<file path="src/rtl/sgi_pkg.sv">
// ============================================================================
// sgi_pkg
// Shared widths and stage records for the segment intersection pipeline.
// ============================================================================
package sgi_pkg;

    // Coordinate width of every endpoint and of the hit point.
    localparam int COORD_W = 16;
    // Endpoint differences and start offsets.
    localparam int DIFF_W  = COORD_W + 1;
    // One signed product of two differences.
    localparam int PROD_W  = 2 * DIFF_W;
    // Cross product: difference of two products.
    localparam int CROSS_W = PROD_W + 1;
    // Magnitude of a direction component.
    localparam int MAG_W   = COORD_W;
    // Magnitude of the cross product or of the t numerator.
    localparam int CMAG_W  = 2 * COORD_W + 1;
    // Split of the t numerator magnitude for the hit-point multiply.
    localparam int TLO_W   = COORD_W + 1;
    localparam int THI_W   = CMAG_W - TLO_W;
    // Dividend |dA| * |tn| and quotient widths.
    localparam int NUM_W   = MAG_W + CMAG_W;
    localparam int QUO_W   = COORD_W;

    // Item fields that ride along with the arithmetic to the last stage.
    typedef struct packed {
        logic                       hit;
        logic                       neg_x;
        logic                       neg_y;
        logic signed [COORD_W-1:0]  ax0;
        logic signed [COORD_W-1:0]  ay0;
    } t_side;

    // Result of the cross-product front end.
    typedef struct packed {
        t_side                      side;
        logic [CMAG_W-1:0]          c_mag;
        logic [CMAG_W-1:0]          tn_mag;
        logic [MAG_W-1:0]           dax_mag;
        logic [MAG_W-1:0]           day_mag;
    } t_geom;

    // Dividends and divisor handed to the divider.
    typedef struct packed {
        t_side                      side;
        logic [CMAG_W-1:0]          c_mag;
        logic [NUM_W-1:0]           num_x;
        logic [NUM_W-1:0]           num_y;
    } t_quot_req;

    // Quotient magnitudes out of the divider.
    typedef struct packed {
        t_side                      side;
        logic [QUO_W-1:0]           q_x;
        logic [QUO_W-1:0]           q_y;
    } t_quot;

endpackage

</file>
<file path="src/rtl/sgi_mul.sv">
// ============================================================================
// sgi_mul
// Two-stage multiply of |dA| by |tn| for both axes, split in two halves.
// ============================================================================
module sgi_mul (
    input  logic                    i_clk,
    input  logic                    i_rst_n,
    input  logic                    i_valid,
    input  sgi_pkg::t_geom          i_geom,
    output logic                    o_valid,
    output sgi_pkg::t_quot_req      o_req
);

    localparam int MW = sgi_pkg::MAG_W;
    localparam int LW = sgi_pkg::TLO_W;
    localparam int HW = sgi_pkg::THI_W;
    localparam int KW = sgi_pkg::CMAG_W;
    localparam int NW = sgi_pkg::NUM_W;

    // Stage 5: partial products.
    logic                  r_s5_v;
    logic [MW+LW-1:0]      r_lo_x, r_lo_y;
    logic [MW+HW-1:0]      r_hi_x, r_hi_y;
    sgi_pkg::t_side        r_s5_side;
    logic [KW-1:0]         r_s5_c_mag;

    // Stage 6: full dividends.
    logic                  r_s6_v;
    sgi_pkg::t_quot_req    r_s6;

    always_ff @(posedge i_clk) begin
        if (!i_rst_n) begin
            r_s5_v <= 1'b0;
            r_s6_v <= 1'b0;
        end else begin
            r_s5_v <= i_valid;
            r_s6_v <= r_s5_v;
        end
    end

    always_ff @(posedge i_clk) begin
        r_lo_x     <= (MW+LW)'(i_geom.dax_mag) * (MW+LW)'(i_geom.tn_mag[LW-1:0]);
        r_lo_y     <= (MW+LW)'(i_geom.day_mag) * (MW+LW)'(i_geom.tn_mag[LW-1:0]);
        r_hi_x     <= (MW+HW)'(i_geom.dax_mag) * (MW+HW)'(i_geom.tn_mag[KW-1:LW]);
        r_hi_y     <= (MW+HW)'(i_geom.day_mag) * (MW+HW)'(i_geom.tn_mag[KW-1:LW]);
        r_s5_side  <= i_geom.side;
        r_s5_c_mag <= i_geom.c_mag;

        r_s6.num_x <= {r_hi_x, {LW{1'b0}}} + NW'(r_lo_x);
        r_s6.num_y <= {r_hi_y, {LW{1'b0}}} + NW'(r_lo_y);
        r_s6.side  <= r_s5_side;
        r_s6.c_mag <= r_s5_c_mag;
    end

    assign o_valid = r_s6_v;
    assign o_req   = r_s6;

endmodule

</file>
<file path="config.mk">
export PLATFORM = sky130hd
export DESIGN_NAME = sgi_mul
export DESIGN_NICKNAME = d
export VERILOG_FILES = /design/src/rtl/sgi_pkg.sv /design/src/rtl/sgi_mul.sv
export SDC_FILE = /design/constraint.sdc
export NUM_CORES = 2
export LEC_CHECK = 0
export BUFFER_PORTS_ARGS = -buffer_cell sky130_fd_sc_hd__buf_2
export CAP_MARGIN = 20
export CORE_UTILIZATION = 60
export CTS_BUF_LIST = sky130_fd_sc_hd__clkbuf_4 sky130_fd_sc_hd__clkbuf_8
export CTS_CLUSTER_SIZE = 30
export DETAILED_ROUTE_END_ITERATION = 16
export GPL_TIMING_DRIVEN = 0
export HOLD_SLACK_MARGIN = 0.12
export PLACE_DENSITY = 0.89
export SLEW_MARGIN = 20
export SYNTH_ARGS = -nofsm -noshare
export SYNTH_HDL_FRONTEND = slang
export SYNTH_SLANG_ARGS = --single-unit
</file>
<file path="constraint.sdc">
create_clock -name i_clk -period 8.5 [get_ports i_clk]
set_clock_uncertainty 0.2 [all_clocks]
set_input_delay 1.275 -clock i_clk [delete_from_list [all_inputs] [get_ports i_clk]]
set_output_delay 1.275 -clock i_clk [all_outputs]
set_load 0.01 [all_outputs]
</file>
# Word level (Yosys, flattened, before mapping)
# Cells that the tools add are included.
# classes
addsub	2
mul	4
# op_table
op	count
$add 49x33->49	2
$mul 16x17->33	2
$mul 16x16->32	2
# totals
register_bits	366
input_bits	136
out_inout_bits	167
word_cells	26

# Logic depth before layout (Yosys ltp)
# logic_depth
depth_word	1
depth_mapped	24
depth_no_buf	23

# Worst setup path after synthesis
# No wires, ideal clock.
# synth_timing
path_type	input to register
start	input port i_geom[23] (netlist name)
end	register r_lo_x[32]
setup_time_ps	72
arrival_ps	6704
required_time_ps	8228
path_slack_ps	1523
stages	23
path_buffers	1
cell_sequence	clkbuf_1 > nand2_1 > fa_1 > inv_1 > fa_1 > inv_1 > fa_1 > inv_1 > fa_1 > fa_1 > inv_1 > fa_1 > inv_1 > ha_1 > and3_1 > and2_1 > a221oi_1 > o21ai_1 > a21oi_1 > nor2_1 > a221o_1 > a21oi_1 > xnor2_1
# synth_via
elab_chain_cells	1
# synth_rtl
item	line_no	text
start: declaration	sgi_mul.sv:9	input sgi_pkg::t_geom i_geom,
$mul 16x17->33	sgi_mul.sv:42	r_lo_x <= (MW+LW)'(i_geom.dax_mag) * (MW+LW)'(i_geom.tn_mag[LW-1:0]);
end signal: assignment	sgi_mul.sv:42	
end: declaration	sgi_mul.sv:22	logic [MW+LW-1:0] r_lo_x, r_lo_y;
# No other way between the ends.
# A chain may end at the register's enable or synchronous reset.

# Worst setup path after layout
# layout_timing
start	input port i_geom[4] (netlist name)
end	register r_lo_y[31]
# layout_via
elab_chain_cells	1
# layout_rtl
item	line_no	text
$mul 16x17->33	sgi_mul.sv:43	r_lo_y <= (MW+LW)'(i_geom.day_mag) * (MW+LW)'(i_geom.tn_mag[LW-1:0]);
end signal: assignment	sgi_mul.sv:43	
end: declaration	sgi_mul.sv:22	
# No other way between the ends.

==> results.md <==
* RSZ-0062 raised after global routing: false
* Fin. Hold Viols at 0
* Seq/Total Area, Yosys at 0.166
* Post-Syn Nets at 6081
* Max Freq at 124 MHz
* CP Class: in2reg
* Vias in the first global route at 36.6k
* Clk Latency, worst-skew pair at between 0.6 and 0.7 ns
* Syn-to-layout area delta at 8.99%
* Via count at 34.4k
* Synth Warn # at 0
* IO Pins at 303
* Syn avg cell area at 9.41 um2
* Max capacitance violation total at 0
* Largest net degree at the start of global routing at 17
* Filler cells at 5901
* Wirelength, routed at about 130 mm
* Area after DPL at 46800 um2
* CP Launch Type: primary input
* Clock transition at path regs at approximately 0.060 ns
* CP Capture Type: flip-flop
* Post-synth top flop: dfxtp_1
* WL/cell at 21.3 um
* Port Buffers at between 300 and 400
* Final #Nets at 6442
* Detailed placer's ending HPWL at 104 mm
* HP Class: reg2reg
* Post-synthesis cell count at 4689
* CTS H-tree depth at 2
* DRC errors left at 0
* Largest cells by area after synthesis: fa_1 (37%), dfxtp_1 (17%), ha_1 (13%), inv_1 (7.8%), and2_1 (7.2%)
* Die width at roughly 270 um
* Slew headroom at 0.255
* Post-Layout Cell Count at 6058
* Starting DRT DRC Count at 2571
* Cell Rows at 99
* Post-DRT Antenna Nets at 0
* CTS root buffer: clkbuf_8
* TritonCTS Sinks at 366
* Number of synthesized flops with an enable pin at 0
* Max Slew Vio Count at 0
* TritonCTS clock tree: built
* Top cell type by total area after synthesis: fa_1
* DRT Pass-1 Iters at 7
* Via density at 5.69
* Die Y at 273 um
* CP max FO at 10
* Final Cycle Share at 0.950
* Share of cells above drive strength 1 at 0.0814
* Total CTS buffers at 56
* WP data arrival at 8.37 ns
* First-pass GRT wire length at 199 mm
* Status: finished clean
* Postcts setup bufs at 0
* Number of instances in the placed design at 5950
* Measured slew at the worst slew-check pin at 1.12 ns
* Final setup viols at 0
* Ys async rst share at 0
* Initial antenna violation count at 23
* Area share of the largest cell type after synthesis at 0.366
* Distinct cell type count after synthesis at 62
* Tot GR Track Use at 0.355
* Initial Utilization at 0.606
* Longest Clk Path Bufs at 3
* Mapped cell area at between 40000 and 50000 um2
* Placer Congestion at 1.00
* Final min period at about 8 ns
* Seq cells post-synth at 366
* Critical Path RT at 8.80 ns
* Die ar. at 74600 um2
* Grt ovf at 0
* Total core area at 72800 um2
* Design Area, Final at roughly 48000 um2
-- worst max-delay path: stages --
cell      delay (ns)
buf_2           0.27
clkbuf_1        0.78
nand2_1         0.20
fa_1            0.52
fa_1            0.45
fa_1            0.54
inv_1           0.05
fa_1            0.49
fa_1            0.50
inv_1           0.05
fa_1            0.48
inv_1           0.07
ha_1            0.38
a21o_1          0.21
a21oi_1         0.07
nor2_1          0.16
o211ai_1        0.10
a21oi_1         0.41
o41ai_2         0.18
o31ai_1         0.54
nor4_1          0.13
a311oi_1        0.48
-- sequential cells by signal, indices dropped and copies added, names as in the netlist --
signal and cells:
r_hi_y 32, r_s5_v 1, o_req 166, r_lo_x 33, r_s5_c_mag 33, r_s5_side 35
r_hi_x 32, r_lo_y 33, o_valid 1
-- routing by layer --
metal,part of all wire,global-route usage,up-vias
li1,-,-,14900
met1,0.36,0.424,17100
met2,0.47,0.591,1923
met3,0.11,0.0849,514
met4,0.061,0.196,20
met5,0.0011,0,-
-- cells in the final DEF (no fill, tap or decap), types with 5 or more instances in the layout --
cell and count:
inv_1 916, fa_1 806, nand2_1 633, and2_1 510, ha_1 450, dfxtp_1 366, buf_2 304, clkbuf_1 220
xnor2_1 127, a21oi_1 122, nor2_1 85, a21o_1 76, o21ai_0 62, clkbuf_8 62, xor2_1 46, nand3_1 37
nand4_1 22, nor2b_1 20, nor3_1 18, clkbuf_4 18, and3_1 17, nand2b_1 15, diode_2 14, o21bai_1 14
a31oi_1 12, o211ai_1 12, o21a_1 9, o31ai_1 8, or3_1 7, a221o_1 6, nor4_1 5, o21ai_1 5
or2_2 5, bufinv_16 5
-- stage by stage --
stage           TNS, ns  hold slack, ns  worst slack, ns  utilization
3_5_place_dp   -0.00441           0.112         -0.00441        0.643
3_3_place_gp          0           0.110            0.100        0.643
4_1_cts               0           0.120            0.580        0.660
6_report              0           0.123            0.427        0.660
2_1_floorplan         0           0.110             1.52            -
5_1_grt               0           0.122            0.349        0.660
-- cells in the mapped netlist (all sizes together), types with 7 or more instances --
master	instances
xnor2	127
a21oi	126
a31oi	13
a21o	76
nand4	22
nand2	633
o21bai	14
xor2	46
o21a	9
nand2b	15
nand3	37
or3	7
o21ai	69
nor3	18
o31ai	9
inv	916
o211ai	12
nor2b	20
nor2	85
and3	17
and2	510
dfxtp	366
fa	806
clkbuf	220
ha	450
-- cell families (layout without fill, tap and decap cells) --
| logic type | after synthesis | count (layout) | synth area share |
|---|---|---|---|
| compound gates | 371 | 371 | 0.0544 |
| other cells | 0 | 14 | 0 |
| buf+inv | 1138 | 1534 | 0.0969 |
| simple gates | 1384 | 1384 | 0.155 |
| xor+xnor | 173 | 173 | 0.0344 |
| mux | 1 | 1 | 0.000227 |
| flops | 366 | 366 | 0.166 |
| fa+ha+maj | 1256 | 1256 | 0.493 |
-- cell type report --
| cell class | count | area (um2) | area share |
|---|---|---|---|
| diodes | 14 | 35.0 | 0.000729 |
| plain buffers | 222 | 836 | 0.0174 |
| clock buffers | 80 | 988 | 0.0206 |
| clock inverters | 13 | 220 | 0.00458 |
| inverters | 916 | 3440 | 0.0715 |
| multi-input cells | 3185 | 32500 | 0.676 |
| flip-flops and latches | 366 | 7330 | 0.152 |
| well taps | 959 | 1200 | 0.0250 |
| repair buffers | 303 | 1520 | 0.0316 |
-- what timing repair did --
action,in CTS,in global routing
gates resized for setup,0,0
hold buffers,1,0
endpoints found under the hold margin,1,0
-- final timing paths --
| check | cells past startpoint | slack [ns] | end | from |
|---|---|---|---|---|
| hold reg to reg | 0 | 0.12 | o_req[159] | r_s5_side[28] |
| setup reg to reg | 12 | 5.02 | o_req[96] | r_lo_x[17] |
| setup / recovery | 22 | 0.43 | r_lo_y[31] | i_geom[4] |
| hold / removal | 0 | 0.12 | o_req[159] | r_s5_side[28] |
Power is not shown: default switching activity piles up to over one toggle a cycle in this logic, so the estimate is an artifact.
